$ cat config.mk
export PLATFORM = sky130hd
export DESIGN_NAME = fir9_threshold_binarizer
export DESIGN_NICKNAME = d
export VERILOG_FILES = /design/src/rtl/core/fir9tb_pkg.sv /design/src/rtl/core/fir9_threshold_binarizer.sv /design/src/rtl/core/fir9tb_cell.sv /design/src/rtl/core/fir9tb_adder.sv
export SDC_FILE = /design/constraint.sdc
export NUM_CORES = 2
export LEC_CHECK = 0
export ABC_CLOCK_PERIOD_IN_PS = 7180
export BUFFER_PORTS_ARGS = -buffer_cell sky130_fd_sc_hd__buf_2
export CAP_MARGIN = 40
export CORE_MARGIN = 8
export CORE_UTILIZATION = 45
export CTS_BUF_LIST = sky130_fd_sc_hd__clkbuf_8
export CTS_CLUSTER_DIAMETER = 60
export DETAILED_ROUTE_END_ITERATION = 6
export PLACE_DENSITY = 0.7
export SYNTH_ARGS = -nofsm -noshare
export SYNTH_HDL_FRONTEND = slang
export SYNTH_SLANG_ARGS = --single-unit
$ cat constraint.sdc
create_clock -name i_clk -period 7.18 [get_ports i_clk]
set_input_delay 1.436 -clock i_clk [delete_from_list [all_inputs] [get_ports i_clk]]
set_output_delay 1.436 -clock i_clk [all_outputs]
set_load 0.02 [all_outputs]
$ cat src/rtl/core/fir9tb_pkg.sv
`default_nettype none
package fir9tb_pkg;

    // field and register widths
    localparam int PIX_W      = 8;
    localparam int W_BITS     = 12;
    localparam int THR_W      = 8;
    localparam int WLO_W      = 60;
    localparam int WHI_W      = 48;
    localparam int WALL_W     = WLO_W + WHI_W;
    localparam int CFG_DATA_W = 60;
    localparam int CFG_IDX_W  = 2;
    localparam int FIELD_W    = 12;

    // datapath widths: signed q4.8 weight times unsigned pixel, nine of them summed
    localparam int PROD_W     = 20;
    localparam int SUM_W      = 24;
    localparam int CNT_W      = 4;

    // parameter defaults
    localparam int TAPS_DEF   = 9;
    localparam int COORD_DEF  = 12;

    // reset values
    localparam logic [THR_W-1:0] THR_RESET = 8'd128;

    // register indexes
    localparam logic [CFG_IDX_W-1:0] CFG_THRESHOLD    = 2'd0;
    localparam logic [CFG_IDX_W-1:0] CFG_WEIGHTS_LOW  = 2'd1;
    localparam logic [CFG_IDX_W-1:0] CFG_WEIGHTS_HIGH = 2'd2;

    // per-cell controls
    typedef struct packed {
        logic shift;    // window moves one place toward the oldest end
        logic capture;  // product register loads
    } t_cell_ctl;

    // tap k weight out of the packed weight registers
    function automatic logic signed [W_BITS-1:0] tap_weight(
        input logic [WALL_W-1:0] w,
        input int                k
    );
        return w[W_BITS*k +: W_BITS];
    endfunction

endpackage
`default_nettype wire

$ cat src/rtl/core/fir9_threshold_binarizer.sv
`default_nettype none
// nine-tap fir over a pixel stream, thresholded to one bit. every accepted item shifts
// its pixel into a row of cells (oldest at tap 0); once TAPS items have arrived each new
// item gives one result: the sum of weight times pixel over the window, compared against
// threshold*256, tagged with the row/column of the window's centre pixel. weights are
// signed q4.8 packed in weights_low (taps 0-4) and weights_high (taps 5-8); the sum is
// exact. one item per clock is sustained while the output is not stalled. the pipeline
// has four registers (window cells, per-cell product, group sums, compare/output); each
// stage moves when the one after it is empty or moving, so bubbles close up and input
// fills empty stages while a result waits on a stalled output. configuration must be
// written by the user only while no item is in flight; the block does not enforce it.
module fir9_threshold_binarizer
    import fir9tb_pkg::*;
#(
    parameter int TAPS       = TAPS_DEF,
    parameter int COORD_BITS = COORD_DEF
) (
    input  wire logic                  i_clk,
    input  wire logic                  i_rst_n,
    // configuration
    input  wire logic                  i_cfg_we,
    input  wire logic [CFG_IDX_W-1:0]  i_cfg_index,
    input  wire logic [CFG_DATA_W-1:0] i_cfg_data,
    // pixel items in
    input  wire logic                  i_valid,
    output      logic                  o_stall,
    input  wire logic [FIELD_W-1:0]    i_pixel_row,
    input  wire logic [FIELD_W-1:0]    i_pixel_col,
    input  wire logic [PIX_W-1:0]      i_pixel_value,
    // result items out
    output      logic                  o_valid,
    input  wire logic                  i_stall,
    output      logic [FIELD_W-1:0]    o_out_row,
    output      logic [FIELD_W-1:0]    o_out_col,
    output      logic                  o_out_bit
);

    localparam int CENTRE = TAPS / 2;
    localparam int CDEPTH = TAPS - CENTRE;
    localparam int NGRP   = (TAPS + 2) / 3;

    // ---------------- configuration registers ----------------
    logic [THR_W-1:0] r_thr;
    logic [WLO_W-1:0] r_wlo;
    logic [WHI_W-1:0] r_whi;

    always_ff @(posedge i_clk) begin
        if (!i_rst_n) begin
            r_thr <= THR_RESET;
            r_wlo <= '0;
            r_whi <= '0;
        end else if (i_cfg_we) begin
            case (i_cfg_index)
                CFG_THRESHOLD:    r_thr <= i_cfg_data[THR_W-1:0];
                CFG_WEIGHTS_LOW:  r_wlo <= i_cfg_data[WLO_W-1:0];
                CFG_WEIGHTS_HIGH: r_whi <= i_cfg_data[WHI_W-1:0];
                default:          ; // unused index, write dropped
            endcase
        end
    end

    logic [WALL_W-1:0] w_all;
    assign w_all = {r_whi, r_wlo};

    // ---------------- stage valids and enables ----------------
    // a: window holds a completed window, b: products, c: group sums, d: output register
    logic r_va, r_vb, r_vc, r_ov;
    logic en_a, en_b, en_c, en_d;
    logic in_acc;

    assign en_d   = !r_ov || !i_stall;
    assign en_c   = !r_vc || en_d;
    assign en_b   = !r_vb || en_c;
    assign en_a   = !r_va || en_b;
    assign o_stall = !en_a;
    assign in_acc = i_valid && en_a;

    // fill count saturates at TAPS; a result is due once this item makes it TAPS
    logic [CNT_W-1:0] r_fill;
    logic [CNT_W-1:0] n_fill;
    logic             filled_now;

    assign filled_now = (r_fill >= CNT_W'(TAPS - 1));
    assign n_fill     = filled_now ? CNT_W'(TAPS) : r_fill + CNT_W'(1);

    always_ff @(posedge i_clk) begin
        if (!i_rst_n) begin
            r_fill <= '0;
            r_va   <= 1'b0;
            r_vb   <= 1'b0;
            r_vc   <= 1'b0;
            r_ov   <= 1'b0;
        end else begin
            if (in_acc) begin
                r_fill <= n_fill;
            end
            if (en_a) begin
                r_va <= in_acc && filled_now;
            end
            if (en_b) begin
                r_vb <= r_va;
            end
            if (en_c) begin
                r_vc <= r_vb;
            end
            if (en_d) begin
                r_ov <= r_vc;
            end
        end
    end

    // ---------------- window: row of cells ----------------
    t_cell_ctl               cell_ctl;
    logic [PIX_W-1:0]        cell_val  [TAPS];
    logic signed [PROD_W-1:0] cell_prod [TAPS];

    assign cell_ctl.shift   = in_acc;
    assign cell_ctl.capture = en_b;

    for (genvar k = 0; k < TAPS; k++) begin : g_cell
        logic [PIX_W-1:0] feed;
        // newest pixel enters at the top tap, each cell hands its value one place down
        if (k == TAPS - 1) begin : g_top
            assign feed = i_pixel_value;
        end else begin : g_mid
            assign feed = cell_val[k + 1];
        end
        fir9tb_cell u_cell (
            .i_clk    (i_clk),
            .i_ctl    (cell_ctl),
            .i_value  (feed),
            .i_weight (tap_weight(w_all, k)),
            .o_value  (cell_val[k]),
            .o_prod   (cell_prod[k])
        );
    end

    // ---------------- centre coordinates shift line ----------------
    logic [COORD_BITS+FIELD_W-1:0] row_wide_in, col_wide_in;
    logic [COORD_BITS-1:0]         r_crow [CDEPTH];
    logic [COORD_BITS-1:0]         r_ccol [CDEPTH];

    // keep the low COORD_BITS of the incoming coordinate
    assign row_wide_in = {{COORD_BITS{1'b0}}, i_pixel_row};
    assign col_wide_in = {{COORD_BITS{1'b0}}, i_pixel_col};

    always_ff @(posedge i_clk) begin
        if (in_acc) begin
            for (int j = 0; j < CDEPTH - 1; j++) begin
                r_crow[j] <= r_crow[j + 1];
                r_ccol[j] <= r_ccol[j + 1];
            end
            r_crow[CDEPTH-1] <= row_wide_in[COORD_BITS-1:0];
            r_ccol[CDEPTH-1] <= col_wide_in[COORD_BITS-1:0];
        end
    end

    // coordinates ride along with the sum pipeline
    logic [COORD_BITS-1:0] r_row_b, r_col_b, r_row_c, r_col_c;

    always_ff @(posedge i_clk) begin
        if (en_b) begin
            r_row_b <= r_crow[0];
            r_col_b <= r_ccol[0];
        end
        if (en_c) begin
            r_row_c <= r_row_b;
            r_col_c <= r_col_b;
        end
    end

    // ---------------- group sums ----------------
    logic signed [SUM_W-1:0] grp [NGRP];

    fir9tb_adder #(
        .TAPS (TAPS)
    ) u_adder (
        .i_clk  (i_clk),
        .i_en   (en_c),
        .i_prod (cell_prod),
        .o_grp  (grp)
    );

    // ---------------- final sum, compare, output register ----------------
    logic signed [SUM_W-1:0] total;
    logic signed [SUM_W-1:0] thr_scaled;

    always_comb begin
        total = '0;
        for (int g = 0; g < NGRP; g++) begin
            total = total + grp[g];
        end
    end

    // threshold in the same q.8 scale as the sum
    assign thr_scaled = $signed({{(SUM_W - THR_W - 8){1'b0}}, r_thr, 8'h00});

    logic [COORD_BITS+FIELD_W-1:0] row_wide_out, col_wide_out;
    logic [FIELD_W-1:0]            r_out_row, r_out_col;
    logic                          r_out_bit;

    assign row_wide_out = {{FIELD_W{1'b0}}, r_row_c};
    assign col_wide_out = {{FIELD_W{1'b0}}, r_col_c};

    always_ff @(posedge i_clk) begin
        if (en_d) begin
            r_out_row <= row_wide_out[FIELD_W-1:0];
            r_out_col <= col_wide_out[FIELD_W-1:0];
            r_out_bit <= (total >= thr_scaled);
        end
    end

    assign o_valid   = r_ov;
    assign o_out_row = r_out_row;
    assign o_out_col = r_out_col;
    assign o_out_bit = r_out_bit;

`ifndef SYNTHESIS
    // stalling the input only happens with every stage holding a result
    a_stall_full: assert property (@(posedge i_clk) disable iff (!i_rst_n)
        o_stall |-> (r_va && r_vb && r_vc && r_ov))
        else $error("input stalled with a free pipeline stage");

    // no result is started while the window is still filling
    a_no_early: assert property (@(posedge i_clk) disable iff (!i_rst_n)
        (in_acc && !filled_now) |=> !r_va)
        else $error("result started before window filled");

    // a pending window result is kept until the product stage takes it
    a_keep_a: assert property (@(posedge i_clk) disable iff (!i_rst_n)
        (r_va && !en_b) |=> r_va)
        else $error("window result dropped");
`endif

endmodule
`default_nettype wire

$ cat src/rtl/core/fir9tb_cell.sv
`default_nettype none
module fir9tb_cell
    import fir9tb_pkg::*;
(
    input  wire logic                     i_clk,
    input  wire t_cell_ctl                i_ctl,
    input  wire logic [PIX_W-1:0]         i_value,
    input  wire logic signed [W_BITS-1:0] i_weight,
    output      logic [PIX_W-1:0]         o_value,
    output      logic signed [PROD_W-1:0] o_prod
);

    logic [PIX_W-1:0]           r_value;
    logic signed [PROD_W-1:0]   r_prod;
    logic signed [W_BITS+PIX_W:0] n_prod;

    // pixel is unsigned, widened with a zero sign bit
    assign n_prod = i_weight * $signed({1'b0, r_value});

    always_ff @(posedge i_clk) begin
        if (i_ctl.shift) begin
            r_value <= i_value;
        end
        if (i_ctl.capture) begin
            r_prod <= n_prod[PROD_W-1:0];
        end
    end

    assign o_value = r_value;
    assign o_prod  = r_prod;

endmodule
`default_nettype wire

$ cat src/rtl/core/fir9tb_adder.sv
`default_nettype none
module fir9tb_adder
    import fir9tb_pkg::*;
#(
    parameter int TAPS = TAPS_DEF
) (
    input  wire logic                     i_clk,
    input  wire logic                     i_en,
    input  wire logic signed [PROD_W-1:0] i_prod [TAPS],
    output      logic signed [SUM_W-1:0]  o_grp  [(TAPS + 2) / 3]
);

    localparam int NGRP = (TAPS + 2) / 3;

    logic signed [SUM_W-1:0] r_grp [NGRP];
    logic signed [SUM_W-1:0] n_grp [NGRP];

    // groups of three products each, the last group short when TAPS is not a multiple of three
    always_comb begin
        for (int g = 0; g < NGRP; g++) begin
            n_grp[g] = '0;
            for (int j = 0; j < 3; j++) begin
                if (3 * g + j < TAPS) begin
                    n_grp[g] = n_grp[g] + SUM_W'(i_prod[3 * g + j]);
                end
            end
        end
    end

    always_ff @(posedge i_clk) begin
        if (i_en) begin
            r_grp <= n_grp;
        end
    end

    assign o_grp = r_grp;

endmodule
`default_nettype wire
* Yosys cells after proc, flatten, opt, wreduce, memory -nomap -nowiden *
Memories as Yosys holds them, arrays and structs flattened. A register that Yosys moved wholly into a read port is not among the register bits.
Cells that the tools add are included.

cells by class
  muxes and demuxes = 3
  add/sub/neg operators = 9
  equality and inequality tests = 2
  multiply operators = 9
  reduce and logical (&&, ||, !) cells = 16
  $lt $le $gt $ge = 2

operators with widths
  cell                                                              number
  12-bit by 9-bit multiplier with 20-bit output                     9
  21-bit by 20-bit adder with 22-bit output                         3
  20-bit by 20-bit adder with 21-bit output                         3
  24-bit adder                                                      2
  24-bit by 17-bit >= comparator with 1-bit output                  1
  1-bit zero test                                                   6
  2-bit AND reduction                                               3
  4-bit by 1-bit adder with 4-bit output (second input constant)    1
  4-bit >= comparator (second input constant)                       1
  1-bit logical OR                                                  4
  4-bit 2-to-1 mux                                                  1
  2-bit by 1-bit == test with 1-bit output (second input constant)  1
  2-bit == test (second input constant)                             1
  1-bit logical AND                                                 2
  2-bit zero test                                                   1
  1-bit 2-to-1 mux                                                  2

storage, ports and cells
  word-level logic and storage cells = 77
  memories = 2
  flip-flop bits (word level) = 497
  input port bits = 99
  memory bits (writable) = 120

memory list
  name    words  bits a word  rd ports  clocked after memory_dff  wr ports  RTL line                         text
  r_ccol  5      12           5         1                         5         fir9_threshold_binarizer.sv:141  logic [COORD_BITS-1:0] r_ccol [CDEPTH];
  r_crow  5      12           5         1                         5         fir9_threshold_binarizer.sv:140  logic [COORD_BITS-1:0] r_crow [CDEPTH];

* Longest topological paths before layout *
  depth in word-level cells = 8
  mapped depth = 22
  gate-level depth less buffers = 21

* Cells and area by module *
From an unflattened synthesis, not the netlist that was laid out.

unflattened totals
  cells, all modules = 5,609
  area, all modules = 57,924.3 um^2

modules (own cells, without submodules)
  module                              seq. area each (um^2)  cells an instance  times used  area each (um^2)
  fir9tb_cell (g_cell[2].u_cell ...)  840.8                  464                4           4,415.5
  fir9_threshold_binarizer            8,277.9                958                1           12,263.0
  fir9tb_cell (g_cell[7].u_cell ...)  840.8                  443                2           4,325.4
  fir9tb_adder                        1,981.9                512                1           6,028.3
  fir9tb_cell (g_cell[0].u_cell)      840.8                  467                1           4,455.5
  fir9tb_cell (g_cell[1].u_cell)      840.8                  469                1           4,446.8
  fir9tb_cell (g_cell[6].u_cell)      840.8                  461                1           4,418.0

* Worst setup path after synthesis *
OpenSTA, ideal clock, no wires.

  path kind = in2reg
  start point = input i_stall
  end point = register g_cell[0].u_cell.r_prod[0] (enable)
  data arrival time = 4.991 ns
  path slack = 0.560 ns
  stages = 2
  required time = 5.550 ns
  path through = and3_1 nand2_1

on the way
  cells in the longest elaborated chain, start to end = 4

ends and longest elaborated chain
  item                  RTL line                        text
  from (decl)           fir9_threshold_binarizer.sv:32  input wire logic i_stall,
  1-bit zero test       fir9_threshold_binarizer.sv:71  assign en_d = !r_ov || !i_stall;
  1-bit logical OR      fir9_threshold_binarizer.sv:71
  1-bit logical OR      fir9_threshold_binarizer.sv:72  assign en_c = !r_vc || en_d;
  1-bit logical OR      fir9_threshold_binarizer.sv:73  assign en_b = !r_vb || en_c;
  via en_b              fir9_threshold_binarizer.sv:68  logic en_a, en_b, en_c, en_d;
  to (signal assigned)  fir9tb_cell.sv:25               r_prod <= n_prod[PROD_W-1:0];
  to (decl)             fir9tb_cell.sv:14               logic signed [PROD_W-1:0] r_prod;

The timed path passes the listed nets, and every way through them passes these cells.
A chain may end at the register's enable or synchronous reset.

* Final worst setup path *
  start point = register g_cell[5].u_cell.r_value[0]
  end point = register g_cell[5].u_cell.r_prod[19] (data pin)

on the way
  cells in the longest elaborated chain, start to end = 1

ends and longest elaborated chain
  item                                           RTL line           text
  from (decl)                                    fir9tb_cell.sv:13  logic [PIX_W-1:0] r_value;
  from (signal assigned)                         fir9tb_cell.sv:22  r_value <= i_value;
  12-bit by 9-bit multiplier with 20-bit output  fir9tb_cell.sv:18  assign n_prod = i_weight * $signed({1'b0, r_value});
  via g_cell[5].u_cell.n_prod[19]                fir9tb_cell.sv:15  logic signed [W_BITS+PIX_W:0] n_prod;
  to (signal assigned)                           fir9tb_cell.sv:25
  to (decl)                                      fir9tb_cell.sv:14

The timed path passes the listed nets, and every way through them passes these cells.

==> flow_summary_export.csv <==
group,metric,value,unit
cts,post_cts_resized,0,
logic_synthesis,synth_top_family_by_area,"adder cells",
logic_synthesis,synth_compound_area_frac,0.06070,
setup_path,max_stage_delay,0.75,ns
logic_synthesis,ys_ff_latch,635,
floorplanning,dieArea,137100,um^2
cts,numCtsBuffers,111,
cts,htreeDepth,3,
sta,skew,0.06122,ns
power,peakVddDrop,0.2786,mV
place,gp_congestion,0.8718,
setup_path,cp-start-kind,"flop",
logic_synthesis,synthFlopType,"edfxtp_1",
floorplanning,start_util,0.4517,
cts,clockBufferDepth,3,
route,vias_per_cell,4.983,
setup_path,required,7.77,ns
logic_synthesis,synth_top_cell_by_area,"fa_1",
sta,setup_viol,0,
final_layout,final_nets,6841,
hold_path,hold_class,"reg2reg",
global_routing,grt_max_degree,153,
sta,hold_violations,0,
sta,slew_headroom,0.4116,
logic_synthesis,yosys.area_share.xor_xnor,0.03193,
route,wire_per_inst,16.60,um
sta,rsz0062_at_grt,"false",
route,routed_wl,120800,um
global_routing,grt_pass1_wl,198600,um
global_routing,grt_antenna_before_repair,4,
route,drt_first_iter_violations,2132,
setup_path,crit_arrival,5.96,ns
global_routing,grt_pass1_vias,38150,
logic_synthesis,syn_nets,6766,
sta,tns,0,ns
job,maxCapViolCount,0,
cts,clockRootBuffer,"clkbuf_8",
logic_synthesis,async_reset_ff_frac,0,
place,dp_hpwl,95170,um
sta,fin_crit,5.376,ns
logic_synthesis,synth_cells,5454,
logic_synthesis,netlist_top_cells_area,"fa_1, edfxtp_1, ha_1, inv_1, and2_1",
logic_synthesis,netlist_area,56500,um^2
route,drc,0,
cts,path_clk_slew,0.07,ns
power,leakagePower,29.60,nW
cts,cts_setup_buffers,0,
logic_synthesis,yosys.area.top_type_share,0.2728,
logic_synthesis,synth_edf_count,511,
cts,cts_sinks,635,
cts,clock_latency,0.85,ns
logic_synthesis,synth_simple_gate_area_frac,0.1296,
setup_path,crit_path_frequent_cell,"a21oi_1",
sta,finalCritPeriodShare,0.7487,
final_layout,fillers,11200,
logic_synthesis,muxShareOfSynthArea,0.0005315,
sta,fmaxAchievable,186.0,MHz
sta,slew_violations,0,
global_routing,gr-usage-all-layers,0.1794,
setup_path,path_cells,"nand2_1 -> fa_1 -> inv_1 -> fa_1 -> ha_1 -> inv_1 -> fa_1 -> inv_1 -> ha_1 -> a21o_1 -> a21oi_1 -> o21ai_0 -> a21oi_1 -> o21ai_0 -> a21oi_1 -> o311ai_0 -> a31o_2 -> a21oi_1 -> xnor2_1",
route,dr.pass1.iters,5,
setup_path,cp_max_fo,13,
route,vias,36270,
final_layout,drive_gt1_frac,0.05706,
setup_path,worst-setup-path-type,"reg2reg",
floorplanning,fp.coreArea,125100,um^2
outcome,status,"finished, final reports clean",
logic_synthesis,synth_area_per_cell,10.36,um^2
global_routing,gr-total-overflow,0,
final_layout,area_delta_synth_final,8.096,%
power,power,13.24,mW
route,drtAntennaViolNets,0,
power,power_density,216.9,nW/um^2
floorplanning,die_h,370.3,um
setup_path,cpMaxStageDelayCell,"edfxtp_1",
logic_synthesis,yosysSeqAreaShare,0.3155,
cts,tritoncts,"yes",
floorplanning,io_pins,126,
logic_synthesis,ys_warn_count,0,
floorplanning,die_w,370.3,um
place,port_buffers,125,
logic_synthesis,synth_cell_types,67,
logic_synthesis,synthAdderAreaFrac,0.3709,
setup_path,cp-end-kind,"flop",
floorplanning,num_rows,130,
cts,holdBufCountCts,0,
sta,tightest_slew,0.8825,ns
-- critical path, delay by kind of cell, from the launching register on --
kind            cells  cell delay [ns]
xor+xnor            1             0.09
fa+ha+maj           5             2.10
compound gates      9             1.85
flops               1             0.75
buf+inv             3             0.15
simple gates        1             0.17
-- per-stage QoR --
step	std cells	cell area [um^2]	hold WS, ns	setup WS, ns	util
floorplan	5454	56500	0.4003	0.5595	-
global placement	7063	58640	0.4008	1.892	0.4688
detailed placement	7066	58710	0.4045	1.853	0.4694
CTS	7276	61070	0.4096	1.819	0.4882
global route	7277	61070	0.4147	1.423	0.4882
finish	7279	61070	0.4089	1.804	0.4883
-- worst paths after layout --
path                                           endpoint  slack [ns]  cells after the start                                   from
hold reg to reg                    r_col_c[4]$_DFFE_PP_        0.41                      0                   r_col_b[4]$_DFFE_PP_
setup / recovery  g_cell[5].u_cell.o_prod[19]$_DFFE_PP_        1.80                     19  g_cell[5].u_cell.o_value[0]$_DFFE_PP_
setup reg to reg  g_cell[5].u_cell.o_prod[19]$_DFFE_PP_        1.80                     19  g_cell[5].u_cell.o_value[0]$_DFFE_PP_
hold / removal                     r_col_c[4]$_DFFE_PP_        0.41                      0                   r_col_b[4]$_DFFE_PP_
-- power by group --
group,internal [mW],switching (mW)
clock network,1.82,1.64
registers,4.58,0.482
logic,2.04,2.68
-- placed cells by master (no fill, tap or decap), types with 17 or more instances in the layout --
cell      instances
a21boi_0        130
nand2b_1         20
edfxtp_1        511
a21oi_1         112
clkinv_1         20
nand3_1          37
buf_2           124
dfxtp_1         124
fa_1            770
ha_1            443
xor2_1           49
o21a_1           20
and2_1          459
o21ai_0          95
clkbuf_8        118
xnor2_1         157
and3_1           20
nor3_1           40
a211oi_1         17
inv_1          1223
nor2_1          128
nand2_1         714
a21o_1           34
nor2b_1          37
-- cell families after synthesis --
family	after synthesis
buf+inv	1366
simple gates	1514
compound gates	517
mux	3
fa+ha+maj	1213
xor+xnor	206
flops	635
-- Yosys cell counts, drive strengths merged, types with 107 or more instances --
master / n
clkbuf: 175
and2: 459
ha: 443
xnor2: 157
dfxtp: 124
fa: 770
nor2: 128
a21oi: 114
a21boi: 131
o21ai: 107
nand2: 715
inv: 1190
edfxtp: 511
-- state kept, by name, summed over array words and instances, names as in the netlist --
| register | flops |
|---|---|
| g_cell.u_cell.o_prod | 180 |
| g_cell.u_cell.o_value | 72 |
| o_out_bit | 1 |
| o_out_col | 12 |
| o_out_row | 12 |
| o_valid | 1 |
| r_ccol | 60 |
| r_col_b | 12 |
| r_col_c | 12 |
| r_crow | 60 |
| r_fill | 4 |
| r_row_b | 12 |
| r_row_c | 12 |
| r_thr | 8 |
| r_va | 1 |
| r_vb | 1 |
| r_vc | 1 |
| r_whi | 48 |
| r_wlo | 60 |
| u_adder.o_grp | 66 |
-- metal layers --
| metal | wire length, um | up-vias | global-route usage | share of wire |
|---|---|---|---|---|
| li1 | - | 17120 | - | - |
| met1 | 52870 | 18110 | 0.2395 | 0.44 |
| met2 | 57700 | 823 | 0.2997 | 0.48 |
| met3 | 6742 | 218 | 0.03007 | 0.056 |
| met4 | 3502 | 2 | 0.05611 | 0.029 |
| met5 | 13 | - | 0 | 0.00011 |
-- cell type report --
cell class	count	area, um^2	area share
Clock inverter	92	730.7	0.01196
Clock buffer	118	1624	0.02659
Inverter	1190	4476	0.07328
Timing Repair Buffer	138	785.8	0.01287
Sequential cell	635	17830	0.2919
Antenna cell	3	7.507	0.0001229
Multi-Input combinational cell	3453	33560	0.5495
Tap cell	1650	2064	0.03380
Power figures use the tool's default switching activity.
